`src/hdl/pfs_pkg.sv`:
```
package pfs_pkg;

    localparam int PIX_W       = 17;
    localparam int IN_TDATA_W  = 24;
    localparam int CNT_W       = 25;
    localparam int SUM_W       = 42;
    localparam int MAG_W       = 41;
    localparam int SQ_W        = 33;
    localparam int SSQ_W       = 57;
    localparam int PROD_W      = 81;
    localparam int MB_W        = 41;
    localparam int MEAN_FRAC   = 8;
    localparam int DIV_W       = MAG_W + MEAN_FRAC;
    localparam int MEAN_W      = 25;
    localparam int VAR_W       = 32;
    localparam int STD_W       = 16;
    localparam int OUT_FIELD_W = 2 * PIX_W + CNT_W + MEAN_W + VAR_W + STD_W;
    localparam int OUT_TDATA_W = ((OUT_FIELD_W + 7) / 8) * 8;
    localparam int STEP_W      = 6;

    localparam logic [CNT_W-1:0] MAX_PIXELS = CNT_W'(16777216);

    localparam logic [PIX_W-1:0] PIX_LARGEST  = {1'b0, {(PIX_W-1){1'b1}}};
    localparam logic [PIX_W-1:0] PIX_SMALLEST = {1'b1, {(PIX_W-1){1'b0}}};

    localparam logic [STEP_W-1:0] STEPS_MUL_NQ   = STEP_W'(CNT_W);
    localparam logic [STEP_W-1:0] STEPS_MUL_SS   = STEP_W'(MAG_W);
    localparam logic [STEP_W-1:0] STEPS_MUL_NN   = STEP_W'(CNT_W);
    localparam logic [STEP_W-1:0] STEPS_DIV_MEAN = STEP_W'(DIV_W);
    localparam logic [STEP_W-1:0] STEPS_DIV_VAR  = STEP_W'(VAR_W);
    localparam logic [STEP_W-1:0] STEPS_SQRT     = STEP_W'(STD_W);

    typedef enum logic [3:0] {
        ST_ACCUM,
        ST_SNAP,
        ST_MUL_NQ,
        ST_MUL_SS,
        ST_MUL_NN,
        ST_DIV_MEAN,
        ST_DIV_VAR,
        ST_SQRT,
        ST_OUT
    } t_state;

    typedef enum logic [3:0] {
        OP_NONE,
        OP_SNAP,
        OP_MUL_NQ_LOAD,
        OP_MUL_SS_LOAD,
        OP_MUL_NN_LOAD,
        OP_MUL_STEP,
        OP_DIV_MEAN_LOAD,
        OP_DIV_VAR_LOAD,
        OP_DIV_STEP,
        OP_SQRT_LOAD,
        OP_SQRT_STEP,
        OP_OUT_LOAD
    } t_dp_op;

    typedef struct packed {
        logic   in_ready;
        t_dp_op op;
    } t_dp_cmd;

    typedef struct packed {
        logic last_pending;
        logic out_blocked;
    } t_dp_status;

endpackage

```
`src/hdl/pixel_frame_statistics_top.sv`:
```
// after a last pixel the controller steps through snapshot, three multiply, two divide,
// square root and output load states before o_m_tvalid; throughput: one pixel per cycle
// inside a frame; the input stalls while the shared shift-add multiplier, restoring
// divider and square root unit work through the frame one bit per cycle
// reset: i_rst_n synchronous active low, clears accumulators, controller and result valid
module pixel_frame_statistics_top (
    input  logic                            i_clk,
    input  logic                            i_rst_n,
    input  logic                            i_s_tvalid,
    output logic                            o_s_tready,
    input  logic [pfs_pkg::IN_TDATA_W-1:0]  i_s_tdata,   // pixel
    input  logic                            i_s_tlast,   // last
    output logic                            o_m_tvalid,
    input  logic                            i_m_tready,
    output logic [pfs_pkg::OUT_TDATA_W-1:0] o_m_tdata    // min_value, max_value, pixel_total,
                                                         // mean_q8, variance, std_dev
);

    pfs_pkg::t_dp_cmd    w_cmd;
    pfs_pkg::t_dp_status w_status;

    pfs_ctrl u_ctrl (
        .i_clk    (i_clk),
        .i_rst_n  (i_rst_n),
        .i_status (w_status),
        .o_cmd    (w_cmd)
    );

    pfs_dpath u_dpath (
        .i_clk      (i_clk),
        .i_rst_n    (i_rst_n),
        .i_cmd      (w_cmd),
        .o_status   (w_status),
        .i_s_tvalid (i_s_tvalid),
        .i_pixel    (i_s_tdata[pfs_pkg::PIX_W-1:0]),
        .i_last     (i_s_tlast),
        .o_m_tvalid (o_m_tvalid),
        .i_m_tready (i_m_tready),
        .o_m_tdata  (o_m_tdata)
    );

    assign o_s_tready = w_cmd.in_ready;

endmodule

```
`src/hdl/pfs_ctrl.sv`:
```
module pfs_ctrl (
    input  logic                  i_clk,
    input  logic                  i_rst_n,
    input  pfs_pkg::t_dp_status   i_status,
    output pfs_pkg::t_dp_cmd      o_cmd
);

    pfs_pkg::t_state                r_state;
    pfs_pkg::t_state                n_state;
    logic [pfs_pkg::STEP_W-1:0]     r_cnt;
    logic [pfs_pkg::STEP_W-1:0]     n_cnt;
    logic [pfs_pkg::STEP_W-1:0]     w_limit;
    logic                           w_done;

    always_ff @(posedge i_clk) begin
        if (!i_rst_n) begin
            r_state <= pfs_pkg::ST_ACCUM;
            r_cnt   <= '0;
        end else begin
            r_state <= n_state;
            r_cnt   <= n_cnt;
        end
    end

    always_comb begin
        case (r_state)
            pfs_pkg::ST_MUL_NQ:   w_limit = pfs_pkg::STEPS_MUL_NQ;
            pfs_pkg::ST_MUL_SS:   w_limit = pfs_pkg::STEPS_MUL_SS;
            pfs_pkg::ST_MUL_NN:   w_limit = pfs_pkg::STEPS_MUL_NN;
            pfs_pkg::ST_DIV_MEAN: w_limit = pfs_pkg::STEPS_DIV_MEAN;
            pfs_pkg::ST_DIV_VAR:  w_limit = pfs_pkg::STEPS_DIV_VAR;
            pfs_pkg::ST_SQRT:     w_limit = pfs_pkg::STEPS_SQRT;
            default:              w_limit = '0;
        endcase
    end

    assign w_done = (r_cnt == w_limit);

    // next state
    always_comb begin
        n_state = r_state;
        n_cnt   = '0;
        case (r_state)
            pfs_pkg::ST_ACCUM: begin
                if (i_status.last_pending) begin
                    n_state = pfs_pkg::ST_SNAP;
                end
            end
            pfs_pkg::ST_SNAP: begin
                n_state = pfs_pkg::ST_MUL_NQ;
            end
            pfs_pkg::ST_MUL_NQ, pfs_pkg::ST_MUL_SS, pfs_pkg::ST_MUL_NN,
            pfs_pkg::ST_DIV_MEAN, pfs_pkg::ST_DIV_VAR, pfs_pkg::ST_SQRT: begin
                if (w_done) begin
                    case (r_state)
                        pfs_pkg::ST_MUL_NQ:   n_state = pfs_pkg::ST_MUL_SS;
                        pfs_pkg::ST_MUL_SS:   n_state = pfs_pkg::ST_MUL_NN;
                        pfs_pkg::ST_MUL_NN:   n_state = pfs_pkg::ST_DIV_MEAN;
                        pfs_pkg::ST_DIV_MEAN: n_state = pfs_pkg::ST_DIV_VAR;
                        pfs_pkg::ST_DIV_VAR:  n_state = pfs_pkg::ST_SQRT;
                        default:              n_state = pfs_pkg::ST_OUT;
                    endcase
                end else begin
                    n_cnt = r_cnt + 1'b1;
                end
            end
            pfs_pkg::ST_OUT: begin
                if (!i_status.out_blocked) begin
                    n_state = pfs_pkg::ST_ACCUM;
                end
            end
            default: begin
                n_state = pfs_pkg::ST_ACCUM;
            end
        endcase
    end

    // outputs
    always_comb begin
        o_cmd.in_ready = 1'b0;
        o_cmd.op       = pfs_pkg::OP_NONE;
        case (r_state)
            pfs_pkg::ST_ACCUM: begin
                o_cmd.in_ready = !i_status.last_pending;
            end
            pfs_pkg::ST_SNAP: begin
                o_cmd.op = pfs_pkg::OP_SNAP;
            end
            pfs_pkg::ST_MUL_NQ: begin
                o_cmd.op = (r_cnt == '0) ? pfs_pkg::OP_MUL_NQ_LOAD : pfs_pkg::OP_MUL_STEP;
            end
            pfs_pkg::ST_MUL_SS: begin
                o_cmd.op = (r_cnt == '0) ? pfs_pkg::OP_MUL_SS_LOAD : pfs_pkg::OP_MUL_STEP;
            end
            pfs_pkg::ST_MUL_NN: begin
                o_cmd.op = (r_cnt == '0) ? pfs_pkg::OP_MUL_NN_LOAD : pfs_pkg::OP_MUL_STEP;
            end
            pfs_pkg::ST_DIV_MEAN: begin
                o_cmd.op = (r_cnt == '0) ? pfs_pkg::OP_DIV_MEAN_LOAD : pfs_pkg::OP_DIV_STEP;
            end
            pfs_pkg::ST_DIV_VAR: begin
                o_cmd.op = (r_cnt == '0) ? pfs_pkg::OP_DIV_VAR_LOAD : pfs_pkg::OP_DIV_STEP;
            end
            pfs_pkg::ST_SQRT: begin
                o_cmd.op = (r_cnt == '0) ? pfs_pkg::OP_SQRT_LOAD : pfs_pkg::OP_SQRT_STEP;
            end
            pfs_pkg::ST_OUT: begin
                o_cmd.op = i_status.out_blocked ? pfs_pkg::OP_NONE : pfs_pkg::OP_OUT_LOAD;
            end
            default: begin
                o_cmd.op = pfs_pkg::OP_NONE;
            end
        endcase
    end

    a_no_accept_behind_last: assert property (@(posedge i_clk) disable iff (!i_rst_n)
        i_status.last_pending |-> !o_cmd.in_ready)
        else $error("transaction accepted while a last pixel is in the pipe");

    a_out_load_free: assert property (@(posedge i_clk) disable iff (!i_rst_n)
        (o_cmd.op == pfs_pkg::OP_OUT_LOAD) |-> !i_status.out_blocked)
        else $error("result register overwritten before its transaction");

endmodule

```
`src/hdl/pfs_dpath.sv`:
```
module pfs_dpath (
    input  logic                            i_clk,
    input  logic                            i_rst_n,
    input  pfs_pkg::t_dp_cmd                i_cmd,
    output pfs_pkg::t_dp_status             o_status,
    input  logic                            i_s_tvalid,
    input  logic [pfs_pkg::PIX_W-1:0]       i_pixel,
    input  logic                            i_last,
    output logic                            o_m_tvalid,
    input  logic                            i_m_tready,
    output logic [pfs_pkg::OUT_TDATA_W-1:0] o_m_tdata
);

    localparam int PIX_W  = pfs_pkg::PIX_W;
    localparam int CNT_W  = pfs_pkg::CNT_W;
    localparam int SUM_W  = pfs_pkg::SUM_W;
    localparam int MAG_W  = pfs_pkg::MAG_W;
    localparam int SQ_W   = pfs_pkg::SQ_W;
    localparam int SSQ_W  = pfs_pkg::SSQ_W;
    localparam int PROD_W = pfs_pkg::PROD_W;
    localparam int MB_W   = pfs_pkg::MB_W;
    localparam int DIV_W  = pfs_pkg::DIV_W;
    localparam int MEAN_W = pfs_pkg::MEAN_W;
    localparam int VAR_W  = pfs_pkg::VAR_W;
    localparam int STD_W  = pfs_pkg::STD_W;
    localparam int PAD_W  = pfs_pkg::OUT_TDATA_W - pfs_pkg::OUT_FIELD_W;

    logic                   w_accept;
    logic [PIX_W-1:0]       w_px_mag;
    logic [2*PIX_W-1:0]     w_px_sq;

    // input stage with square
    logic                   r_a_valid;
    logic                   r_a_last;
    logic [PIX_W-1:0]       r_a_px;
    logic [SQ_W-1:0]        r_a_sq;

    // running accumulators
    logic [CNT_W-1:0]       r_count;
    logic [PIX_W-1:0]       r_min;
    logic [PIX_W-1:0]       r_max;
    logic [SUM_W-1:0]       r_sum;
    logic [SSQ_W-1:0]       r_ssq;
    logic                   w_room;
    logic [SUM_W-1:0]       w_sum_abs;

    // frame snapshot
    logic [CNT_W-1:0]       r_n;
    logic                   r_neg;
    logic [MAG_W-1:0]       r_mag;
    logic [SSQ_W-1:0]       r_qs;
    logic [PIX_W-1:0]       r_smin;
    logic [PIX_W-1:0]       r_smax;

    // shift-add multiplier
    logic [SSQ_W-1:0]       r_ma;
    logic [MB_W-1:0]        r_mb;
    logic [PROD_W-1:0]      r_prod;
    logic [PROD_W-1:0]      w_mul_add;
    logic [PROD_W-1:0]      r_nq;
    logic [PROD_W-1:0]      r_d;

    // restoring divider
    logic [DIV_W-1:0]       r_rem;
    logic [DIV_W-1:0]       r_dsh;
    logic [DIV_W-1:0]       r_q;
    logic [DIV_W-1:0]       r_dvs;
    logic [DIV_W-1:0]       r_dd;
    logic                   r_sat;
    logic [DIV_W:0]         w_trial;
    logic [DIV_W:0]         w_diff;
    logic                   w_ge;
    logic [MEAN_W:0]        w_mmag;
    logic [MEAN_W:0]        w_mean_full;
    logic [MEAN_W-1:0]      r_mean;

    // square root
    logic [VAR_W-1:0]       w_var;
    logic [VAR_W-1:0]       r_var;
    logic [VAR_W-1:0]       r_sv;
    logic [VAR_W-1:0]       r_root;
    logic [VAR_W-1:0]       r_sbit;
    logic [VAR_W-1:0]       w_rb;

    // result register
    logic                   r_out_valid;
    logic [PIX_W-1:0]       r_o_min;
    logic [PIX_W-1:0]       r_o_max;
    logic [CNT_W-1:0]       r_o_n;
    logic [MEAN_W-1:0]      r_o_mean;
    logic [VAR_W-1:0]       r_o_var;
    logic [STD_W-1:0]       r_o_std;
    logic [VAR_W:0]         w_chk_lo;
    logic [VAR_W:0]         w_chk_hi;

    assign w_accept = i_s_tvalid & i_cmd.in_ready;
    assign w_px_mag = i_pixel[PIX_W-1] ? (~i_pixel + PIX_W'(1)) : i_pixel;
    assign w_px_sq  = w_px_mag * w_px_mag;

    always_ff @(posedge i_clk) begin
        if (!i_rst_n) begin
            r_a_valid <= 1'b0;
        end else begin
            r_a_valid <= w_accept;
        end
    end

    always_ff @(posedge i_clk) begin
        if (w_accept) begin
            r_a_px   <= i_pixel;
            r_a_last <= i_last;
            r_a_sq   <= w_px_sq[SQ_W-1:0];
        end
    end

    assign w_room = (r_count < pfs_pkg::MAX_PIXELS);

    always_ff @(posedge i_clk) begin
        if (!i_rst_n || i_cmd.op == pfs_pkg::OP_SNAP) begin
            r_count <= '0;
            r_min   <= pfs_pkg::PIX_LARGEST;
            r_max   <= pfs_pkg::PIX_SMALLEST;
            r_sum   <= '0;
            r_ssq   <= '0;
        end else if (r_a_valid && w_room) begin
            r_count <= r_count + 1'b1;
            if ($signed(r_a_px) < $signed(r_min)) begin
                r_min <= r_a_px;
            end
            if ($signed(r_a_px) > $signed(r_max)) begin
                r_max <= r_a_px;
            end
            r_sum <= r_sum + {{(SUM_W-PIX_W){r_a_px[PIX_W-1]}}, r_a_px};
            r_ssq <= r_ssq + {{(SSQ_W-SQ_W){1'b0}}, r_a_sq};
        end
    end

    assign w_sum_abs = r_sum[SUM_W-1] ? (~r_sum + SUM_W'(1)) : r_sum;

    always_ff @(posedge i_clk) begin
        if (i_cmd.op == pfs_pkg::OP_SNAP) begin
            r_n    <= r_count;
            r_neg  <= r_sum[SUM_W-1];
            r_mag  <= w_sum_abs[MAG_W-1:0];
            r_qs   <= r_ssq;
            r_smin <= r_min;
            r_smax <= r_max;
        end
    end

    assign w_mul_add = r_mb[MB_W-1] ? {{(PROD_W-SSQ_W){1'b0}}, r_ma} : '0;

    always_ff @(posedge i_clk) begin
        case (i_cmd.op)
            pfs_pkg::OP_MUL_NQ_LOAD: begin
                r_ma   <= r_qs;
                r_mb   <= {r_n, {(MB_W-CNT_W){1'b0}}};
                r_prod <= '0;
            end
            pfs_pkg::OP_MUL_SS_LOAD: begin
                r_nq   <= r_prod;
                r_ma   <= {{(SSQ_W-MAG_W){1'b0}}, r_mag};
                r_mb   <= r_mag;
                r_prod <= '0;
            end
            pfs_pkg::OP_MUL_NN_LOAD: begin
                r_d    <= (r_nq >= r_prod) ? (r_nq - r_prod) : '0;
                r_ma   <= {{(SSQ_W-CNT_W){1'b0}}, r_n};
                r_mb   <= {r_n, {(MB_W-CNT_W){1'b0}}};
                r_prod <= '0;
            end
            pfs_pkg::OP_MUL_STEP: begin
                r_prod <= {r_prod[PROD_W-2:0], 1'b0} + w_mul_add;
                r_mb   <= {r_mb[MB_W-2:0], 1'b0};
            end
            default: begin
            end
        endcase
    end

    assign w_trial     = {r_rem, r_dsh[DIV_W-1]};
    assign w_diff      = w_trial - {1'b0, r_dvs};
    assign w_ge        = (w_trial >= {1'b0, r_dvs});
    assign w_mmag      = r_q[MEAN_W:0] + {{MEAN_W{1'b0}}, (r_rem != '0)};
    assign w_mean_full = r_neg ? (~w_mmag + (MEAN_W+1)'(1)) : r_q[MEAN_W:0];

    always_ff @(posedge i_clk) begin
        case (i_cmd.op)
            pfs_pkg::OP_DIV_MEAN_LOAD: begin
                r_dd  <= r_prod[DIV_W-1:0];
                r_rem <= '0;
                r_dsh <= {r_mag, {pfs_pkg::MEAN_FRAC{1'b0}}};
                r_q   <= '0;
                r_dvs <= {{(DIV_W-CNT_W){1'b0}}, r_n};
            end
            pfs_pkg::OP_DIV_VAR_LOAD: begin
                r_mean <= w_mean_full[MEAN_W-1:0];
                r_sat  <= (r_d[PROD_W-1:VAR_W] >= r_dd);
                r_rem  <= r_d[PROD_W-1:VAR_W];
                r_dsh  <= {r_d[VAR_W-1:0], {(DIV_W-VAR_W){1'b0}}};
                r_q    <= '0;
                r_dvs  <= r_dd;
            end
            pfs_pkg::OP_DIV_STEP: begin
                r_rem <= w_ge ? w_diff[DIV_W-1:0] : w_trial[DIV_W-1:0];
                r_dsh <= {r_dsh[DIV_W-2:0], 1'b0};
                r_q   <= {r_q[DIV_W-2:0], w_ge};
            end
            default: begin
            end
        endcase
    end

    assign w_var = r_sat ? '1 : r_q[VAR_W-1:0];
    assign w_rb  = r_root + r_sbit;

    always_ff @(posedge i_clk) begin
        case (i_cmd.op)
            pfs_pkg::OP_SQRT_LOAD: begin
                r_var  <= w_var;
                r_sv   <= w_var;
                r_root <= '0;
                r_sbit <= VAR_W'(1) << (VAR_W - 2);
            end
            pfs_pkg::OP_SQRT_STEP: begin
                if (r_sv >= w_rb) begin
                    r_sv   <= r_sv - w_rb;
                    r_root <= (r_root >> 1) + r_sbit;
                end else begin
                    r_root <= r_root >> 1;
                end
                r_sbit <= r_sbit >> 2;
            end
            default: begin
            end
        endcase
    end

    always_ff @(posedge i_clk) begin
        if (!i_rst_n) begin
            r_out_valid <= 1'b0;
        end else if (i_cmd.op == pfs_pkg::OP_OUT_LOAD) begin
            r_out_valid <= 1'b1;
        end else if (i_m_tready) begin
            r_out_valid <= 1'b0;
        end
    end

    always_ff @(posedge i_clk) begin
        if (i_cmd.op == pfs_pkg::OP_OUT_LOAD) begin
            r_o_min  <= r_smin;
            r_o_max  <= r_smax;
            r_o_n    <= r_n;
            r_o_mean <= r_mean;
            r_o_var  <= r_var;
            r_o_std  <= r_root[STD_W-1:0];
        end
    end

    assign o_m_tvalid = r_out_valid;
    assign o_m_tdata  = {{PAD_W{1'b0}}, r_o_std, r_o_var, r_o_mean, r_o_n, r_o_max, r_o_min};

    assign o_status.last_pending = r_a_valid & r_a_last;
    assign o_status.out_blocked  = r_out_valid & ~i_m_tready;

    assign w_chk_lo = (VAR_W+1)'(r_o_std) * (VAR_W+1)'(r_o_std);
    assign w_chk_hi = ((VAR_W+1)'(r_o_std) + (VAR_W+1)'(1)) *
                      ((VAR_W+1)'(r_o_std) + (VAR_W+1)'(1));

    a_count_bound: assert property (@(posedge i_clk) disable iff (!i_rst_n)
        r_count <= pfs_pkg::MAX_PIXELS)
        else $error("pixel count beyond frame limit");

    a_min_le_max: assert property (@(posedge i_clk) disable iff (!i_rst_n)
        r_out_valid |-> ($signed(r_o_min) <= $signed(r_o_max)))
        else $error("result minimum above maximum");

    a_root_exact: assert property (@(posedge i_clk) disable iff (!i_rst_n)
        r_out_valid |-> (w_chk_lo <= {1'b0, r_o_var} && w_chk_hi > {1'b0, r_o_var}))
        else $error("standard deviation is not the floor root of variance");

endmodule
```
`config.mk`:
```
export PLATFORM = sky130hd
export DESIGN_NAME = pixel_frame_statistics_top
export DESIGN_NICKNAME = d
export VERILOG_FILES = /design/src/hdl/pfs_pkg.sv /design/src/hdl/pixel_frame_statistics_top.sv /design/src/hdl/pfs_ctrl.sv /design/src/hdl/pfs_dpath.sv
export SDC_FILE = /design/constraint.sdc
export NUM_CORES = 2
export LEC_CHECK = 0
export BUFFER_PORTS_ARGS = -buffer_cell sky130_fd_sc_hd__buf_2
export CORE_MARGIN = 5
export CORE_UTILIZATION = 35
export DETAILED_ROUTE_END_ITERATION = 8
export PLACE_DENSITY_LB_ADDON = 0.12
export REMOVE_ABC_BUFFERS = 1
export SETUP_SLACK_MARGIN = 0.3
export SLEW_MARGIN = 20
export SYNTH_ARGS = -nofsm -noshare
export SYNTH_HDL_FRONTEND = slang
export SYNTH_SLANG_ARGS = --single-unit
export TNS_END_PERCENT = 5
```
`constraint.sdc`:
```
create_clock -name i_clk -period 18.55 [get_ports i_clk]
set_clock_uncertainty 0.05 [all_clocks]
set_input_delay 3.71 -clock i_clk [delete_from_list [all_inputs] [get_ports i_clk]]
set_output_delay 3.71 -clock i_clk [all_outputs]
set_load 0.005 [all_outputs]
```
==> run summary <==
Outcome = completed
Unrepaired setup endpoints after global routing = no
Clk pin slew, worst setup/hold paths = 0.06 ns
Global-route wire length before repair = 324.8 mm
Number of nets still failing antenna checks after routing = 0
Starting DRC count in detailed routing = 3811
Setup slack, reg-to-reg = 12.08 ns
Cell with the largest stage delay on the worst path = sky130_fd_sc_hd__or4_1
Total design power = 12.85 mW
Gpl congestion = 0.8827
Share of the yosys chip area belonging to registers = 46.66%
Count of pins on the block boundary = 167
Worst Hold Margin = 0.3640 ns
H-tree depth = 4
Overall die width = 470.1 um
Worst hold start = u_dpath.r_smax[12]
Actual transition at the worst max-transition pin = 1.022 ns
Total of fill cells in the finished design = 20817
Post-detailed-route wirelength per cell = 20.78 um
Number of buffers inserted for hold repair after clock tree synthesis = 0
Starting density of the core = 35.04%
Most instantiated cells after synthesis = sky130_fd_sc_hd__edfxtp_1, sky130_fd_sc_hd__nand2_1, sky130_fd_sc_hd__inv_1, sky130_fd_sc_hd__nor2_1, sky130_fd_sc_hd__ha_1
Clock buffer depth = 3
Ratio of routed vias to standard cells = 5.216
Quantity of I/O buffers inserted on ports = 155
Startpoint kind of the worst setup timing path = input port
FF-to-FF path depth = 22
Power per cell area = 155.0 mW/mm^2
Top-area cell type share of the netlist area = 42.06%
Startpoint of the lowest-slack register-to-register path = u_dpath.r_root[2]
Final period util = 64.48%
Initial antenna violation count = 18
Area of the mapped netlist = 0.07410 sq mm
Vertical die dimension = 470.1 um
Core area = 0.2115 sq mm
Clock sink count = 1208
Number of endpoints failing setup at the final stage = 0
# placed instances = 9970
Max-Cap Viols = 0
Cell area after layout = 0.08290 sq mm
Synth-to-Final Area Change = 11.87%
CP arrival = 12.42 ns
Overall track demand over capacity in global routing = 18.71%
Biggest area consumer among synthesized cells = sky130_fd_sc_hd__edfxtp_1
Aggregate global routing overflow = 0
Share of the core filled with cells = 39.20%
Count of nets after finishing = 8042
Final Slew Violations = 0
#FFs+latches synth = 1208
Leakage dissipation = 33.27 nW
Critical path capture point type = flip-flop
Largest net degree at the start of global routing = 123
Prevailing post-synth register cell = sky130_fd_sc_hd__edfxtp_1
Req. time, crit path = 19.00 ns
Number of DRC violations after detailed routing = 0
Cell variety after synth = 88
Hold path depth = 0
Share of cells above drive strength 1 = 7.880%
Detailed-router iteration count before antenna repair = 6
Cell Area, Placed = 0.07816 sq mm
Number of gates resized after cts = 0
Inserted Clock Buffers = 145
Yosys warnings = 0
Peak supply drop = 0.2212 mV
Setup Crit Path Kind = input port to flip-flop
Final non-filler cell total = 10236
Final Routed Wirelength = 212.7 mm
Via total after detailed routing = 53392
Synth top area cells = sky130_fd_sc_hd__edfxtp_1, sky130_fd_sc_hd__ha_1, sky130_fd_sc_hd__fa_1
Class of the tightest hold or removal check = flip-flop to flip-flop
Async set or reset register ratio after synthesis = 0%
Rel. slew slack = 31.54%
Worst-skew pair later-pin latency = 0.79 ns
Post-CTS setup-driven buffer insertion count = 0
Site row count = 169
Area of the multi-input gates = 0.03636 sq mm
Detailed-placement wirelength estimate = 159.6 mm
Critical Path Start = i_s_tdata[5]
Clock tree from TritonCTS = built
Via count of the first global-routing pass = 53020
Cells after synthesis = 7189
Final Hold Fails = 0
CTS root buf = sky130_fd_sc_hd__clkbuf_16
Combined flip-flop and latch cell area = 0.03457 sq mm
Area enclosed by the die boundary = 0.2210 sq mm
Final Critical Period = 11.96 ns
Critical register-to-register path endpoint = u_dpath.r_root[11]
Most frequently used cell type in the post-synthesis netlist = sky130_fd_sc_hd__edfxtp_1
Crit-path max FO = 11
Synthesized area per cell = 10.31 sq um
Stage delay of the slowest cell on the critical path = 0.59 ns
Post-synth EDFFs = 1038
FMAX = 83.61 MHz
Worst hold endpoint = u_dpath.r_o_max[12]
## worst max-delay path by stage
stage / cells past startpoint / endpoint / slack [ns]
2_1_floorplan: 6 / u_dpath.r_sum[38] / -1.03
3_3_place_gp: 29 / u_dpath.r_a_sq[32] / 5.83
3_5_place_dp: 29 / u_dpath.r_a_sq[32] / 5.81
4_1_cts: 29 / u_dpath.r_a_sq[32] / 6.66
5_1_grt: 29 / u_dpath.r_a_sq[32] / 6.24
6_report: 29 / u_dpath.r_a_sq[32] / 6.59
## metal layers
layer | wire length (um) | vias to the layer above | GRT usage (%)
met5 | 0 | - | 0
met4 | 5914 | 0 | 5.333
met3 | 8437 | 272 | 2.527
met2 | 100100 | 1068 | 31.16
met1 | 98180 | 26075 | 25.51
li1 | - | 25977 | -
## logic make-up after synthesis
group,share of synthesized area (%)
simple gates,13.68
compound gates,14.51
flops,46.66
buf+inv,4.616
fa+ha+maj,14.11
xor+xnor,5.673
mux,0.7412
other cells,0.01013
## stage by stage
step,TNS [ns],setup slack (ns)
after floorplan,-18.85,-1.027
after CTS,0,6.661
final,0,6.589
after global placement,0,5.833
after global routing,0,6.243
after detailed placement,0,5.813
## state kept, by name (all words and copies together) (netlist names), 41 cells and up
register	cells
u_dpath.r_ssq	57
u_dpath.r_dsh	41
u_dpath.r_dd	49
u_dpath.r_d	81
u_dpath.r_dvs	49
u_dpath.r_nq	81
u_dpath.r_rem	49
u_dpath.r_mb	41
u_dpath.r_sum	42
u_dpath.r_ma	57
u_dpath.r_prod	81
u_dpath.r_mag	41
u_dpath.r_qs	57
## cell type report
type                       count  area share (%)
sequential                  1208           41.71
antenna                        4         0.01207
multi-input combinational   5088           43.87
clock inverter                85           1.041
timing repair buffer         227           1.633
tap                         2821           4.258
clock buffer                 177           4.647
inverter                     626           2.835
## report_power, final
part           switching [mW]  leakage [nW]  internal, mW
logic                    3.49          20.2          2.43
registers               0.402          10.7          3.68
clock network            1.17          2.30          1.68
## cell usage in the layout (no fill, tap or decap), types with 51 or more instances in the layout
cell / Yosys / layout
sky130_fd_sc_hd__dfxtp_1: 170 / 170
sky130_fd_sc_hd__inv_1: 619 / 618
sky130_fd_sc_hd__buf_2: 1 / 155
sky130_fd_sc_hd__a22o_1: 51 / 51
sky130_fd_sc_hd__o21ai_0: 362 / 361
sky130_fd_sc_hd__buf_4: 4 / 69
sky130_fd_sc_hd__nor2b_1: 71 / 68
sky130_fd_sc_hd__a22oi_1: 65 / 65
sky130_fd_sc_hd__and2_1: 107 / 104
sky130_fd_sc_hd__fa_1: 198 / 198
sky130_fd_sc_hd__a31oi_1: 57 / 57
sky130_fd_sc_hd__nor3_1: 113 / 109
sky130_fd_sc_hd__clkbuf_16: 0 / 148
sky130_fd_sc_hd__edfxtp_1: 1038 / 1038
sky130_fd_sc_hd__xor2_1: 185 / 185
sky130_fd_sc_hd__a21o_1: 226 / 226
sky130_fd_sc_hd__o21bai_1: 55 / 55
sky130_fd_sc_hd__a21oi_1: 446 / 443
sky130_fd_sc_hd__a211oi_1: 56 / 56
sky130_fd_sc_hd__nand2_1: 736 / 735
sky130_fd_sc_hd__nand4_1: 89 / 89
sky130_fd_sc_hd__ha_1: 519 / 519
sky130_fd_sc_hd__nand3_1: 169 / 169
sky130_fd_sc_hd__nor2_1: 539 / 531
sky130_fd_sc_hd__xnor2_1: 295 / 294
sky130_fd_sc_hd__and3_1: 105 / 105
sky130_fd_sc_hd__o21a_1: 67 / 66
## critical path: cells and delay by family
| kind | cells | cell delay, ns |
|---|---|---|
| AOI/OAI and AO/OA | 9 | 2.26 |
| xor gates and xnor gates | 1 | 0.55 |
| adders and majority gates | 7 | 3.43 |
| buffers and inverters | 7 | 0.88 |
| and+or+nand+nor | 5 | 1.58 |
(Power assumes the default switching activity.)
